--- config.mk ---
export PLATFORM = sky130hd
export DESIGN_NAME = hierarchical_timer_wheel_flat
export DESIGN_NICKNAME = d
export VERILOG_FILES = /design/src/rtl/htw_pkg.sv /design/src/rtl/htw_if.sv /design/src/rtl/htw_ctrl.sv /design/src/rtl/htw_dp.sv /design/src/rtl/hierarchical_timer_wheel.sv /design/src/flat_wrapper.sv
export SDC_FILE = /design/constraint.sdc
export NUM_CORES = 2
export LEC_CHECK = 0
export BUFFER_PORTS_ARGS = -buffer_cell sky130_fd_sc_hd__buf_2
export CORE_UTILIZATION = 35
export CTS_BUF_LIST = sky130_fd_sc_hd__clkbuf_4 sky130_fd_sc_hd__clkbuf_8 sky130_fd_sc_hd__clkbuf_16
export CTS_CLUSTER_SIZE = 8
export DETAILED_ROUTE_END_ITERATION = 10
export HOLD_SLACK_MARGIN = 0.02
export SKIP_LAST_GASP = 1
export SYNTH_ARGS = -nofsm -noshare
export SYNTH_HDL_FRONTEND = slang
export SYNTH_SLANG_ARGS = --single-unit
export TNS_END_PERCENT = 1
--- constraint.sdc ---
create_clock -name clk -period 6.35 [get_ports clk]
set_clock_uncertainty 0.2 [all_clocks]
set_input_delay 1.27 -clock clk [delete_from_list [all_inputs] [get_ports clk]]
set_output_delay 1.27 -clock clk [all_outputs]
set_load 0.01 [all_outputs]
--- src/rtl/htw_pkg.sv ---
// htw_pkg: shared constants, codes and controller/datapath command and status types
// for the hierarchical timer wheel. No dependencies.
`default_nettype none

package htw_pkg;

  localparam int MAX_TIMERS_DEF = 32;
  localparam int GEN_BITS_DEF   = 8;
  localparam int COUNT_BITS_DEF = 32;

  localparam int ID_W  = 13;
  localparam int DUR_W = 32;

  localparam logic [1:0] ACT_TICK = 2'd0;
  localparam logic [1:0] ACT_ADD  = 2'd1;
  localparam logic [1:0] ACT_DEL  = 2'd2;
  localparam logic [1:0] ACT_NONE = 2'd3;

  localparam logic [2:0] EV_ADDED          = 3'd0;
  localparam logic [2:0] EV_ADD_REFUSED    = 3'd1;
  localparam logic [2:0] EV_DELETED        = 3'd2;
  localparam logic [2:0] EV_DELETE_REFUSED = 3'd3;
  localparam logic [2:0] EV_EXPIRED        = 3'd4;
  localparam logic [2:0] EV_TICK_DONE      = 3'd5;

  typedef enum logic [2:0] {
    WR_NONE  = 3'd0,
    WR_CLEAR = 3'd1,
    WR_ALLOC = 3'd2,
    WR_FREE  = 3'd3,
    WR_REARM = 3'd4
  } wr_op_t;

  typedef enum logic [1:0] {
    ID_SLOT  = 2'd0,
    ID_INPUT = 2'd1,
    ID_ZERO  = 2'd2
  } id_sel_t;

  typedef struct packed {
    logic       take;
    logic       idx_zero;
    logic       idx_del;
    logic       idx_step;
    logic       rd_en;
    wr_op_t     wr;
    logic       emit;
    logic [2:0] kind;
    id_sel_t    id_sel;
    logic       last;
    logic       tick_step;
  } htw_cmd_t;

  typedef struct packed {
    logic       in_valid;
    logic [1:0] in_act;
    logic [1:0] act;
    logic       live;
    logic       rpt;
    logic       hit;
    logic       gen_ok;
    logic       slot_ok;
    logic       scan_last;
    logic       clr_last;
    logic       out_free;
  } htw_stat_t;

endpackage

`default_nettype wire

--- src/rtl/htw_if.sv ---
// htw_in_if / htw_out_if: valid/ready channels for request words and event words
// of the timer wheel. No dependencies.
`default_nettype none

interface htw_in_if;
  logic        valid;
  logic        ready;
  logic [1:0]  action;
  logic [31:0] duration_ticks;
  logic        repeat_req;
  logic [12:0] timer_id;

  modport source (output valid, output action, output duration_ticks, output repeat_req,
                  output timer_id, input ready);
  modport sink (input valid, input action, input duration_ticks, input repeat_req,
                input timer_id, output ready);
endinterface

interface htw_out_if;
  logic        valid;
  logic        ready;
  logic [12:0] result_id;
  logic [2:0]  event_kind;
  logic        last;

  modport source (output valid, output result_id, output event_kind, output last,
                  input ready);
  modport sink (input valid, input result_id, input event_kind, input last,
                output ready);
endinterface

`default_nettype wire

--- src/rtl/htw_ctrl.sv ---
// htw_ctrl: sequencing state machine of the timer wheel (clear, dispatch, slot scan).
// Depends on htw_pkg.
`default_nettype none

module htw_ctrl import htw_pkg::*; (
  input  logic      clk,
  input  logic      rst,
  input  htw_stat_t stat,
  output htw_cmd_t  cmd
);

  typedef enum logic [4:0] {
    S_CLEAR = 5'b00001,
    S_IDLE  = 5'b00010,
    S_READ  = 5'b00100,
    S_EVAL  = 5'b01000,
    S_DONE  = 5'b10000
  } state_t;

  state_t state;
  state_t state_next;

  always_ff @(posedge clk) begin
    if (rst) begin
      state <= S_CLEAR;
    end else begin
      state <= state_next;
    end
  end

  always_comb begin
    cmd        = '0;
    state_next = state;
    unique case (state)
      S_CLEAR: begin
        cmd.wr       = WR_CLEAR;
        cmd.idx_step = 1'b1;
        if (stat.clr_last) begin
          state_next = S_IDLE;
        end
      end
      S_IDLE: begin
        cmd.take = 1'b1;
        if (stat.in_valid) begin
          unique case (stat.in_act) inside
            ACT_TICK, ACT_ADD: begin
              cmd.idx_zero = 1'b1;
              state_next   = S_READ;
            end
            ACT_DEL: begin
              cmd.idx_del = 1'b1;
              state_next  = S_READ;
            end
            default: begin
              state_next = S_IDLE;
            end
          endcase
        end
      end
      S_READ: begin
        cmd.rd_en  = 1'b1;
        state_next = S_EVAL;
      end
      S_EVAL: begin
        case (stat.act)
          ACT_TICK: begin
            if (stat.live && stat.hit) begin
              if (stat.out_free) begin
                cmd.emit   = 1'b1;
                cmd.kind   = EV_EXPIRED;
                cmd.id_sel = ID_SLOT;
                cmd.wr     = stat.rpt ? WR_REARM : WR_FREE;
                if (stat.scan_last) begin
                  state_next = S_DONE;
                end else begin
                  cmd.rd_en = 1'b1;
                end
              end
            end else if (stat.scan_last) begin
              state_next = S_DONE;
            end else begin
              cmd.rd_en = 1'b1;
            end
          end
          ACT_ADD: begin
            if (!stat.live) begin
              if (stat.out_free) begin
                cmd.emit   = 1'b1;
                cmd.kind   = EV_ADDED;
                cmd.id_sel = ID_SLOT;
                cmd.last   = 1'b1;
                cmd.wr     = WR_ALLOC;
                state_next = S_IDLE;
              end
            end else if (stat.scan_last) begin
              if (stat.out_free) begin
                cmd.emit   = 1'b1;
                cmd.kind   = EV_ADD_REFUSED;
                cmd.id_sel = ID_ZERO;
                cmd.last   = 1'b1;
                state_next = S_IDLE;
              end
            end else begin
              cmd.rd_en = 1'b1;
            end
          end
          ACT_DEL: begin
            if (stat.out_free) begin
              cmd.emit   = 1'b1;
              cmd.id_sel = ID_INPUT;
              cmd.last   = 1'b1;
              state_next = S_IDLE;
              if (stat.slot_ok && stat.live && stat.gen_ok) begin
                cmd.kind = EV_DELETED;
                cmd.wr   = WR_FREE;
              end else begin
                cmd.kind = EV_DELETE_REFUSED;
              end
            end
          end
          default: begin
            state_next = S_IDLE;
          end
        endcase
      end
      S_DONE: begin
        if (stat.out_free) begin
          cmd.emit      = 1'b1;
          cmd.kind      = EV_TICK_DONE;
          cmd.id_sel    = ID_ZERO;
          cmd.last      = 1'b1;
          cmd.tick_step = 1'b1;
          state_next    = S_IDLE;
        end
      end
      default: begin
        state_next = S_CLEAR;
      end
    endcase
  end

endmodule

`default_nettype wire

--- src/rtl/htw_dp.sv ---
// htw_dp: slot table memory, scan index, tick counter, request capture and event
// output register of the timer wheel. Depends on htw_pkg and htw_if.
`default_nettype none

module htw_dp import htw_pkg::*; #(
  parameter int MAX_TIMERS = MAX_TIMERS_DEF,
  parameter int GEN_BITS   = GEN_BITS_DEF,
  parameter int COUNT_BITS = COUNT_BITS_DEF
) (
  input  logic      clk,
  input  logic      rst,
  htw_in_if.sink    req,
  htw_out_if.source evt,
  input  htw_cmd_t  cmd,
  output htw_stat_t stat
);

  localparam int          IDX_W       = $clog2(MAX_TIMERS);
  localparam logic [31:0] COUNT_MAX32 = 32'((64'd1 << COUNT_BITS) - 64'd1);
  localparam logic [31:0] GEN_MASK32  = 32'((64'd1 << GEN_BITS) - 64'd1);
  localparam logic [IDX_W-1:0] LAST_IDX = IDX_W'(MAX_TIMERS - 1);

  // slot table
  logic                  mem_live   [MAX_TIMERS];
  logic                  mem_rpt    [MAX_TIMERS];
  logic [GEN_BITS-1:0]   mem_gen    [MAX_TIMERS];
  logic [COUNT_BITS-1:0] mem_period [MAX_TIMERS];
  logic [COUNT_BITS-1:0] mem_expiry [MAX_TIMERS];

  logic [IDX_W-1:0]      idx;
  logic [IDX_W-1:0]      rd_idx;
  logic                  rd_live;
  logic                  rd_rpt;
  logic [GEN_BITS-1:0]   rd_gen;
  logic [COUNT_BITS-1:0] rd_period;
  logic [COUNT_BITS-1:0] rd_expiry;

  logic [1:0]            act_q;
  logic [COUNT_BITS-1:0] dur_q;
  logic                  rpt_q;
  logic [ID_W-1:0]       tid_q;
  logic [COUNT_BITS-1:0] tick_count;

  logic                  out_valid;
  logic [ID_W-1:0]       out_id;
  logic [2:0]            out_kind;
  logic                  out_last;

  logic [31:0]           req_slot32;
  logic [31:0]           tid32;
  logic [31:0]           dur_in;
  logic [31:0]           dur_c;
  logic [31:0]           slot_id32;
  logic [COUNT_BITS-1:0] add_op;
  logic [COUNT_BITS-1:0] exp_new;
  logic [ID_W-1:0]       id_sel;
  logic                  accept;
  logic                  we;
  logic [IDX_W-1:0]      waddr;
  logic                  w_live;
  logic                  w_rpt;
  logic [GEN_BITS-1:0]   w_gen;
  logic [COUNT_BITS-1:0] w_period;
  logic [COUNT_BITS-1:0] w_expiry;

  assign accept     = cmd.take && req.valid;
  assign req.ready  = cmd.take;
  assign req_slot32 = 32'(req.timer_id) >> GEN_BITS;
  assign tid32      = 32'(tid_q);
  assign dur_in     = req.duration_ticks;
  assign dur_c      = (dur_in == 32'd0) ? 32'd1 :
                      ((dur_in > COUNT_MAX32) ? COUNT_MAX32 : dur_in);
  assign slot_id32  = (32'(rd_idx) << GEN_BITS) | 32'(rd_gen);
  assign add_op     = (cmd.wr == WR_ALLOC) ? dur_q : rd_period;
  assign exp_new    = tick_count + add_op;

  always_comb begin
    case (cmd.id_sel)
      ID_SLOT:  id_sel = slot_id32[ID_W-1:0];
      ID_INPUT: id_sel = tid_q;
      default:  id_sel = '0;
    endcase
  end

  assign we    = (cmd.wr != WR_NONE);
  assign waddr = (cmd.wr == WR_CLEAR) ? idx : rd_idx;

  always_comb begin
    w_live   = rd_live;
    w_rpt    = rd_rpt;
    w_gen    = rd_gen;
    w_period = rd_period;
    w_expiry = rd_expiry;
    case (cmd.wr)
      WR_CLEAR: begin
        w_live   = 1'b0;
        w_rpt    = 1'b0;
        w_gen    = '0;
        w_period = '0;
        w_expiry = '0;
      end
      WR_ALLOC: begin
        w_live   = 1'b1;
        w_rpt    = rpt_q;
        w_period = dur_q;
        w_expiry = exp_new;
      end
      WR_FREE: begin
        w_live = 1'b0;
        w_rpt  = 1'b0;
        w_gen  = rd_gen + GEN_BITS'(1);
      end
      WR_REARM: begin
        w_expiry = exp_new;
      end
      default: begin
        w_live = rd_live;
      end
    endcase
  end

  always_ff @(posedge clk) begin
    if (we) begin
      mem_live[waddr]   <= w_live;
      mem_rpt[waddr]    <= w_rpt;
      mem_gen[waddr]    <= w_gen;
      mem_period[waddr] <= w_period;
      mem_expiry[waddr] <= w_expiry;
    end
    if (cmd.rd_en) begin
      rd_idx    <= idx;
      rd_live   <= mem_live[idx];
      rd_rpt    <= mem_rpt[idx];
      rd_gen    <= mem_gen[idx];
      rd_period <= mem_period[idx];
      rd_expiry <= mem_expiry[idx];
    end
  end

  always_ff @(posedge clk) begin
    if (rst) begin
      idx <= '0;
    end else if (cmd.idx_zero) begin
      idx <= '0;
    end else if (cmd.idx_del) begin
      idx <= req_slot32[IDX_W-1:0];
    end else if (cmd.rd_en || cmd.idx_step) begin
      idx <= idx + IDX_W'(1);
    end
  end

  always_ff @(posedge clk) begin
    if (accept) begin
      act_q <= req.action;
      dur_q <= COUNT_BITS'(dur_c);
      rpt_q <= req.repeat_req;
      tid_q <= req.timer_id;
    end
  end

  always_ff @(posedge clk) begin
    if (rst) begin
      tick_count <= '0;
    end else if (cmd.tick_step) begin
      tick_count <= tick_count + COUNT_BITS'(1);
    end
  end

  always_ff @(posedge clk) begin
    if (rst) begin
      out_valid <= 1'b0;
    end else if (cmd.emit) begin
      out_valid <= 1'b1;
    end else if (evt.ready) begin
      out_valid <= 1'b0;
    end
  end

  always_ff @(posedge clk) begin
    if (cmd.emit) begin
      out_id   <= id_sel;
      out_kind <= cmd.kind;
      out_last <= cmd.last;
    end
  end

  assign evt.valid      = out_valid;
  assign evt.result_id  = out_id;
  assign evt.event_kind = out_kind;
  assign evt.last       = out_last;

  assign stat.in_valid  = req.valid;
  assign stat.in_act    = req.action;
  assign stat.act       = act_q;
  assign stat.live      = rd_live;
  assign stat.rpt       = rd_rpt;
  assign stat.hit       = (rd_expiry == tick_count);
  assign stat.gen_ok    = (32'(rd_gen) == (tid32 & GEN_MASK32));
  assign stat.slot_ok   = ((tid32 >> GEN_BITS) < 32'(MAX_TIMERS));
  assign stat.scan_last = (rd_idx == LAST_IDX);
  assign stat.clr_last  = (idx == LAST_IDX);
  assign stat.out_free  = !out_valid || evt.ready;

endmodule

`default_nettype wire

--- src/rtl/hierarchical_timer_wheel.sv ---
// hierarchical_timer_wheel: top level, joins the controller and the datapath.
// Depends on htw_pkg, htw_if, htw_ctrl and htw_dp.
//
// Timer service over MAX_TIMERS slots kept in a slot table with one read and one
// write port that is read one entry per cycle in a scan, unless an event word is
// held on evt. After reset the table is cleared entry by entry with req.ready low.
// A delete reads only its own slot, an add scans to the lowest free slot, and a
// tick scans every slot in turn. Every step that emits an event word waits while
// the previous word is still held on evt. The event output is registered, so the
// next request is taken while the final event of the previous one waits for
// evt.ready. Event words of one request arrive in order, the final one with last
// set; a tick reports expirations in ascending slot order, then tick done.
`default_nettype none

module hierarchical_timer_wheel import htw_pkg::*; #(
  parameter int MAX_TIMERS = MAX_TIMERS_DEF,
  parameter int GEN_BITS   = GEN_BITS_DEF,
  parameter int COUNT_BITS = COUNT_BITS_DEF
) (
  input  logic      clk,
  input  logic      rst,
  htw_in_if.sink    req,
  htw_out_if.source evt
);

  htw_cmd_t  cmd;
  htw_stat_t stat;

  htw_ctrl u_ctrl (
    .clk  (clk),
    .rst  (rst),
    .stat (stat),
    .cmd  (cmd)
  );

  htw_dp #(
    .MAX_TIMERS (MAX_TIMERS),
    .GEN_BITS   (GEN_BITS),
    .COUNT_BITS (COUNT_BITS)
  ) u_dp (
    .clk  (clk),
    .rst  (rst),
    .req  (req),
    .evt  (evt),
    .cmd  (cmd),
    .stat (stat)
  );

  // never overwrite an event word that has not been taken
  assert property (@(posedge clk) disable iff (rst) cmd.emit |-> stat.out_free)
    else $error("event word overwritten");

  // a slot is only claimed when the scanned entry is free
  assert property (@(posedge clk) disable iff (rst) (cmd.wr == WR_ALLOC) |-> !stat.live)
    else $error("live slot claimed");

  // a tick always scans, so no new request right after one is taken
  assert property (@(posedge clk) disable iff (rst)
    (req.valid && req.ready && req.action == ACT_TICK) |=> !req.ready)
    else $error("request taken during tick scan");

endmodule

`default_nettype wire
--- src/flat_wrapper.sv ---
// flat-port wrapper written by rule: the top's interface ports become plain ports
module hierarchical_timer_wheel_flat import htw_pkg::*;
#(
  parameter int MAX_TIMERS = MAX_TIMERS_DEF,
  parameter int GEN_BITS   = GEN_BITS_DEF,
  parameter int COUNT_BITS = COUNT_BITS_DEF
)
  (clk, rst, req_valid, req_action, req_duration_ticks, req_repeat_req, req_timer_id, req_ready, evt_valid, evt_result_id, evt_event_kind, evt_last, evt_ready);
  htw_in_if req_i ();
  htw_out_if evt_i ();
  input  logic clk;
  input  logic rst;
  input wire logic [$bits(req_i.valid)-1:0] req_valid;
  input wire logic [$bits(req_i.action)-1:0] req_action;
  input wire logic [$bits(req_i.duration_ticks)-1:0] req_duration_ticks;
  input wire logic [$bits(req_i.repeat_req)-1:0] req_repeat_req;
  input wire logic [$bits(req_i.timer_id)-1:0] req_timer_id;
  output wire logic [$bits(req_i.ready)-1:0] req_ready;
  output wire logic [$bits(evt_i.valid)-1:0] evt_valid;
  output wire logic [$bits(evt_i.result_id)-1:0] evt_result_id;
  output wire logic [$bits(evt_i.event_kind)-1:0] evt_event_kind;
  output wire logic [$bits(evt_i.last)-1:0] evt_last;
  input wire logic [$bits(evt_i.ready)-1:0] evt_ready;
  assign req_i.valid = req_valid;
  assign req_i.action = req_action;
  assign req_i.duration_ticks = req_duration_ticks;
  assign req_i.repeat_req = req_repeat_req;
  assign req_i.timer_id = req_timer_id;
  assign req_ready = req_i.ready;
  assign evt_valid = evt_i.valid;
  assign evt_result_id = evt_i.result_id;
  assign evt_event_kind = evt_i.event_kind;
  assign evt_last = evt_i.last;
  assign evt_i.ready = evt_ready;
  hierarchical_timer_wheel #(.MAX_TIMERS(MAX_TIMERS), .GEN_BITS(GEN_BITS), .COUNT_BITS(COUNT_BITS)) u_core (.clk(clk), .rst(rst), .req(req_i), .evt(evt_i));
endmodule
[After elaboration in Yosys (flattened, before gate mapping)]
Memories as Yosys holds them, arrays and structs flattened. A register that Yosys moved wholly into a read port is not among the register bits.
Cells that the tools add are included.
Word-level totals
  bits in latches: 0
  memories kept: 5
  flip-flop bits (word level): 113
  bits in writable memories: 2368
  ROM bits: 0
  output and inout bits: 19
Memory list
  u_core.u_dp.mem_expiry: depth 32, bits a word 32, read ports 1, clocked after Yosys merged registers in 1, write ports 1, line htw_dp.sv:28  | logic [COUNT_BITS-1:0] mem_expiry [MAX_TIMERS];
  u_core.u_dp.mem_period: depth 32, bits a word 32, read ports 1, clocked after Yosys merged registers in 1, write ports 1, line htw_dp.sv:27  | logic [COUNT_BITS-1:0] mem_period [MAX_TIMERS];
  u_core.u_dp.mem_gen: depth 32, bits a word 8, read ports 1, clocked after Yosys merged registers in 1, write ports 1, line htw_dp.sv:26  | logic [GEN_BITS-1:0] mem_gen [MAX_TIMERS];
  u_core.u_dp.mem_live: depth 32, bits a word 1, read ports 1, clocked after Yosys merged registers in 1, write ports 1, line htw_dp.sv:24  | logic mem_live [MAX_TIMERS];
  u_core.u_dp.mem_rpt: depth 32, bits a word 1, read ports 1, clocked after Yosys merged registers in 1, write ports 1, line htw_dp.sv:25  | logic mem_rpt [MAX_TIMERS];
Operators by class
  add/subtract/negate cells: 4
  multipliers: 0
  bitwise gates (word level): 1
  magnitude comparators: 2
  reduce and logical (&&, ||, !) cells: 21
  equal/unequal tests: 22
  divide/modulo/power cells: 0
  mux-type cells: 53
  shifts and indexed selects: 0
Operators with widths (count)
  one-hot mux 32 bit (2 select lines): 2
  two-way mux 32 bit: 2
  two-way mux 5 bit: 11
  adder 32 x 1 -> 32 bit (second input constant): 1
  adder 32 bit: 1
  equality test 32 bit: 1
  > comparator 32 bit (second input constant): 1
  logical NOT 32 bit: 1
  two-way mux 9 bit: 3
  one-hot mux 9 bit (3 select lines): 1
  one-hot mux 13 bit (2 select lines): 1
  one-hot mux 5 bit (5 select lines): 1
  two-way mux 7 bit: 3
  one-hot mux 8 bit (2 select lines): 1
  equality test 5 bit (second input constant): 3
  one-hot mux 5 bit (3 select lines): 1
  one-hot mux 7 bit (2 select lines): 1
  bitwise OR 13 x 8 -> 13 bit: 1
  two-way mux 1 bit: 12
  two-way mux 3 bit: 4
  two-way mux 10 bit: 1
  one-hot mux 1 bit (2 select lines): 5
  OR reduction 2 bit: 5
  adder 8 x 1 -> 8 bit (second input constant): 1
  other kinds (26): 39

[Longest topological paths before layout]
  depth after elaboration: 11
  depth in mapped cells: 17

[By module]
From an unflattened synthesis, not the netlist that was laid out.
Unflattened totals
  cells, all modules: 4450
  area total of the unflattened synthesis: 100228.6 um2
By module, submodules not included
  htw_dp: times used 1, cells each 4356, area each 99535.5 um2
  htw_ctrl: times used 1, cells each 94, area each 693.2 um2

[Worst setup path after synthesis]
OpenSTA, ideal clock, no wires.
  path kind: input-to-reg
  start: in evt_ready
  end: mem u_core.u_dp.mem_expiry[12][0] (netlist name), enable pin
  library setup time: 0.507 ns
  stages: 8
  buffers on the path: 1
  data arrival time: 5.681 ns
  path slack: -0.038 ns
  path through: nand2b_1 -> clkbuf_1 -> nand4_1 -> nor4_2 -> nor2_1 -> nand2_1 -> o22ai_1 -> nor2_1
On the way
  longest elaborated chain between the ends: 8
Ends and longest elaborated chain
  start, declared: line flat_wrapper.sv:23  | input wire logic [$bits(evt_i.ready)-1:0] evt_ready;
  logical OR 1 bit (*): line htw_dp.sv:202  | assign stat.out_free = !out_valid || evt.ready;
  two-way mux 10 bit or two-way mux 9 bit (tied branches): line htw_ctrl.sv:68, htw_ctrl.sv:87
  two-way mux 9 bit or two-way mux 3 bit (tied branches): line htw_ctrl.sv:67, htw_ctrl.sv:86
  one-hot mux 9 bit (3 select lines) (*): line htw_ctrl.sv:65  | case (stat.act)
  one-hot mux 3 bit (2 select lines) (*): line htw_ctrl.sv:34  | unique case (state)
  nonzero test 3 bit: line htw_dp.sv:85  | assign we = (cmd.wr != WR_NONE);
  two-way mux 1 bit: line htw_dp.sv:123  | if (we) begin
  two-way mux 1 bit (implied by the code): line htw_dp.sv:128  | mem_expiry[waddr] <= w_expiry;
  end, declared: line htw_dp.sv:28
Mark *: on every way between the ends. The rest lies on a longest branch, timed or not.

[Final worst setup path]
  start: reg u_core.u_dp.act_q[0]
  end: mem u_core.u_dp.mem_expiry[14][29] (netlist name) (data pin)
On the way
  longest elaborated chain between the ends: 7
Ends and longest elaborated chain
  start, declared: line htw_dp.sv:38  | logic [1:0] act_q;
  start signal, assigned: line htw_dp.sv:154  | act_q <= req.action;
  equality test 2 bit, or another cell as far along: line htw_ctrl.sv:65
  one-hot mux 9 bit (3 select lines) (*): line htw_ctrl.sv:65
  one-hot mux 3 bit (2 select lines) (*): line htw_ctrl.sv:34
  equality test 3 x 2 -> 1 bit: line htw_dp.sv:74, htw_dp.sv:94
  two-way mux 32 bit: line htw_dp.sv:74  | assign add_op = (cmd.wr == WR_ALLOC) ? dur_q : rd_period;
  adder 32 bit: line htw_dp.sv:75  | assign exp_new = tick_count + add_op;
  one-hot mux 32 bit (2 select lines) (*): line htw_dp.sv:94  | case (cmd.wr)
  net u_core.u_dp.w_expiry[29]: line htw_dp.sv:64  | logic [COUNT_BITS-1:0] w_expiry;
The timed path passes the listed nets; every way through them passes the cells marked *.

==> reports/qor.yml <==
synthesis:
  synth_area_leaders: "edfxtp_1 (75%), mux4_2 (17%), mux2_2 (1.2%)"
  yosysTopAreaCell: "edfxtp_1"
  synth_top_area_frac: 0.754
  synth_nets: 4518
  synth_cells: 4419
  synth_warnings: 0
  yosys.cell_types.count: 63
  async_flop_share: 0
  ys_ff_latch: 2555
  ys_seq_area_frac: 0.763
  syn-cell-area_sq_um: 100000
  ys.flop_type: "edfxtp_1"
  synth_enable_flop_cells: 2512
  synth_area_per_cell_sq_um: 22.6
sta:
  finalMaxSlewViolations: 0
  fmax_mhz: 172
  hold_viol_final: 0
  timing.final.ws_setup_ps: 539
  tightestPinTransition_ps: 1330
  slew_headroom: 0.110
  min_period_ps: 5810
  finalSetupViolCount: 0
  rsz0062_at_grt: "no"
  fin_crit_sh: 0.915
cts:
  cts_root_buffer: "clkbuf_16"
  h-tree-depth: 5
  clk_latency_ps: 880
  cts_tree: "yes"
  numCtsBuffers: 361
  postCtsHoldBufs: 0
  postCtsSetupRepairBufs: 0
  clockBufferDepth: 4
  cts_resized: 0
  cts_sinks: 2555
  clkSlewWorstSetupHoldPaths_ps: 60
pwr:
  p_leak_nw: 36.2
  power_mw: 55.7
  pwr_density_cell_nw_per_um2: 480
  ir_worst_vdd_mv: 0.859
job:
  maxCapViolations: 0
critical_path:
  cp.arrival_ps: 6060
  cp_max_fo: 32
  worstPathCellList: "ha_1 > nor4b_4 > nand4_1 > nand2b_2 > buf_12 > mux2_2 > ha_1 > a21oi_1 > o211ai_1 > a221oi_2 > buf_4 > o21ai_1 > a211oi_1 > o31ai_1 > xnor2_1 > o21ai_2"
  cp-end-kind: "flip-flop"
  path_class: "flip-flop to flip-flop"
  cp.required_ps: 6600
  cp-start-kind: "flip-flop"
  crit_buf_inv: 2
  cp_common_cell: "ha_1"
  cpPeakStageDelay_ps: 900
  worst_path_max_delay_cell: "o21ai_2"
  critPathTopFamily: "compound AO/OA/AOI/OAI gates"
die:
  rows: 195
  core_region_area_sq_um: 283000
  die_x_um: 537
  start_util: 0.353
  fp.dieH_um: 537
  io_pins: 71
  dieArea_sq_um: 288000
place:
  gp_congestion: 0.880
  portBuffers: 70
  place_ws_ps: 108
  dp_hpwl_um: 138000
final_layout:
  drive_gt1_frac: 0.327
  n_fill_cell: 24337
  finalNetCount: 4847
  final_util: 0.409
  area_growth_pct: 15.9
drt:
  antenna_left: 0
  dr.pass1.iters: 5
  drtIter0Drc: 6565
  wl_um: 266000
  drc: 0
  vias: 48493
  vias_per_cell: 5.66
  avgRoutedWirePerCell_um: 31.1
outcome:
  outcome: "finished clean"
grt:
  grt_overflow_total: 0
  grt_pass1_wl_um: 374000
  grt_max_degree: 125
  antenna_found_initial: 15
  grt_pass1_vias: 49076
  grt_usage: 0.184
min_path:
  hp-class: "flip-flop to flip-flop"
layout make-up:
cell class	instances	area, sq um	share of cell area
Antenna cell	6	15.0	0.000130
Inverter	20	82.6	0.000712
Clock inverter	17	285	0.00246
Sequential cell	2555	76300	0.658
Tap cell	3743	4680	0.0404
Multi-Input combinational cell	1601	23000	0.198
Clock buffer	415	9490	0.0819
Timing Repair Buffer	209	2060	0.0177
layout by cell type (no fill, tap or decap), types with 21 or more instances in the layout:
master,n
clkbuf_16,364
edfxtp_1,2512
dfxtp_1,39
nor2_1,72
nand4_1,25
o21ai_2,26
buf_4,86
nand3_1,58
mux4_2,740
clkbuf_4,51
mux2_2,105
xnor2_1,55
nand2_1,94
a21oi_1,57
buf_12,53
ha_1,46
xor2_1,43
and2_1,33
nor2_4,32
buf_2,70
o21ai_0,21
stage by stage:
step	std cells	setup TNS, ps	instance area [sq um]	hold slack (ps)
2_1_floorplan	4419	-71730	100000	206
3_3_place_gp	8128	0	106000	341
3_5_place_dp	8128	0	106000	362
4_1_cts	8560	0	116000	331
5_1_grt	8564	0	116000	360
6_report	8566	0	116000	371
cell families (layout without fill, tap and decap cells):
family / after synthesis / after routing / synth area share
other cells: 0 / 6 / 0
mux: 853 / 853 / 0.179
simple gates: 416 / 416 / 0.0210
fa+ha+maj: 47 / 47 / 0.00595
compound gates: 187 / 187 / 0.0112
xor+xnor: 98 / 98 / 0.00858
flops: 2555 / 2555 / 0.763
buf+inv: 263 / 661 / 0.0112
per-layer routing:
layer  global-route usage  vias up  part of all wire
met2                0.290     2319              0.47
li1                     -    19270                 -
met5                    0        -          0.000064
met4               0.0540        2             0.027
met3               0.0321      411             0.084
met1                0.261    26491              0.42
tightest hold or removal path, stage by stage, from the launching register on:
cell and delay (ps):
dfxtp_1 360, o21ai_0 100, a21oi_1 60
sequential cells by signal (all words and copies together) (netlist names), 13 cells and up:
register	cells
u_core.u_dp.mem_expiry	1024
u_core.u_dp.mem_period	1024
u_core.u_dp.mem_gen	256
u_core.u_dp.dur_q	32
u_core.u_dp.mem_live	32
u_core.u_dp.mem_rpt	32
u_core.u_dp.rd_expiry	32
u_core.u_dp.rd_period	32
u_core.u_dp.tick_count	32
u_core.u_dp.evt.result_id	13
u_core.u_dp.tid_q	13
cell usage after synthesis (6+ instances only):
| cell | instances |
|---|---|
| edfxtp_1 | 2512 |
| mux4_2 | 740 |
| clkbuf_1 | 165 |
| mux2_2 | 105 |
| nor2_1 | 105 |
| nand2_1 | 95 |
| a21oi_1 | 58 |
| nand3_1 | 58 |
| xnor2_1 | 55 |
| ha_1 | 46 |
| dfxtp_1 | 43 |
| o21ai_1 | 43 |
| xor2_1 | 43 |
| buf_1 | 37 |
| and2_1 | 33 |
| nand4_1 | 25 |
| o21ai_0 | 21 |
| buf_2 | 20 |
| inv_1 | 18 |
| and3_1 | 16 |
| buf_4 | 14 |
| nand2b_1 | 13 |
| nor4_1 | 13 |
| a21o_1 | 12 |
| nor3_1 | 12 |
| nor3b_1 | 12 |
| a31oi_1 | 10 |
| a211oi_1 | 8 |
| buf_6 | 7 |
| mux2i_1 | 7 |
| nor2b_1 | 7 |
| or3_1 | 6 |
final timing paths:
path                                                  from  cells past startpoint  slack (ps)                        endpoint
worst max-delay path                  u_core.u_dp.act_q[0]                     16         540  u_core.u_dp.mem_expiry[14][29]
worst min-delay path            u_core.u_dp.tick_count[25]                      2         370      u_core.u_dp.tick_count[25]
worst max register to register        u_core.u_dp.act_q[0]                     16         540  u_core.u_dp.mem_expiry[14][29]
worst min register to register  u_core.u_dp.tick_count[25]                      2         370      u_core.u_dp.tick_count[25]
power by group:
| group | total, mW | switching (mW) | internal (mW) |
|---|---|---|---|
| clock network | 17.0 | 6.65 | 10.4 |
| registers | 24.2 | 0.538 | 23.7 |
| logic | 14.4 | 8.75 | 5.68 |
| total | 55.7 | 15.9 | 39.7 |
Power figures use the tool's default switching activity.
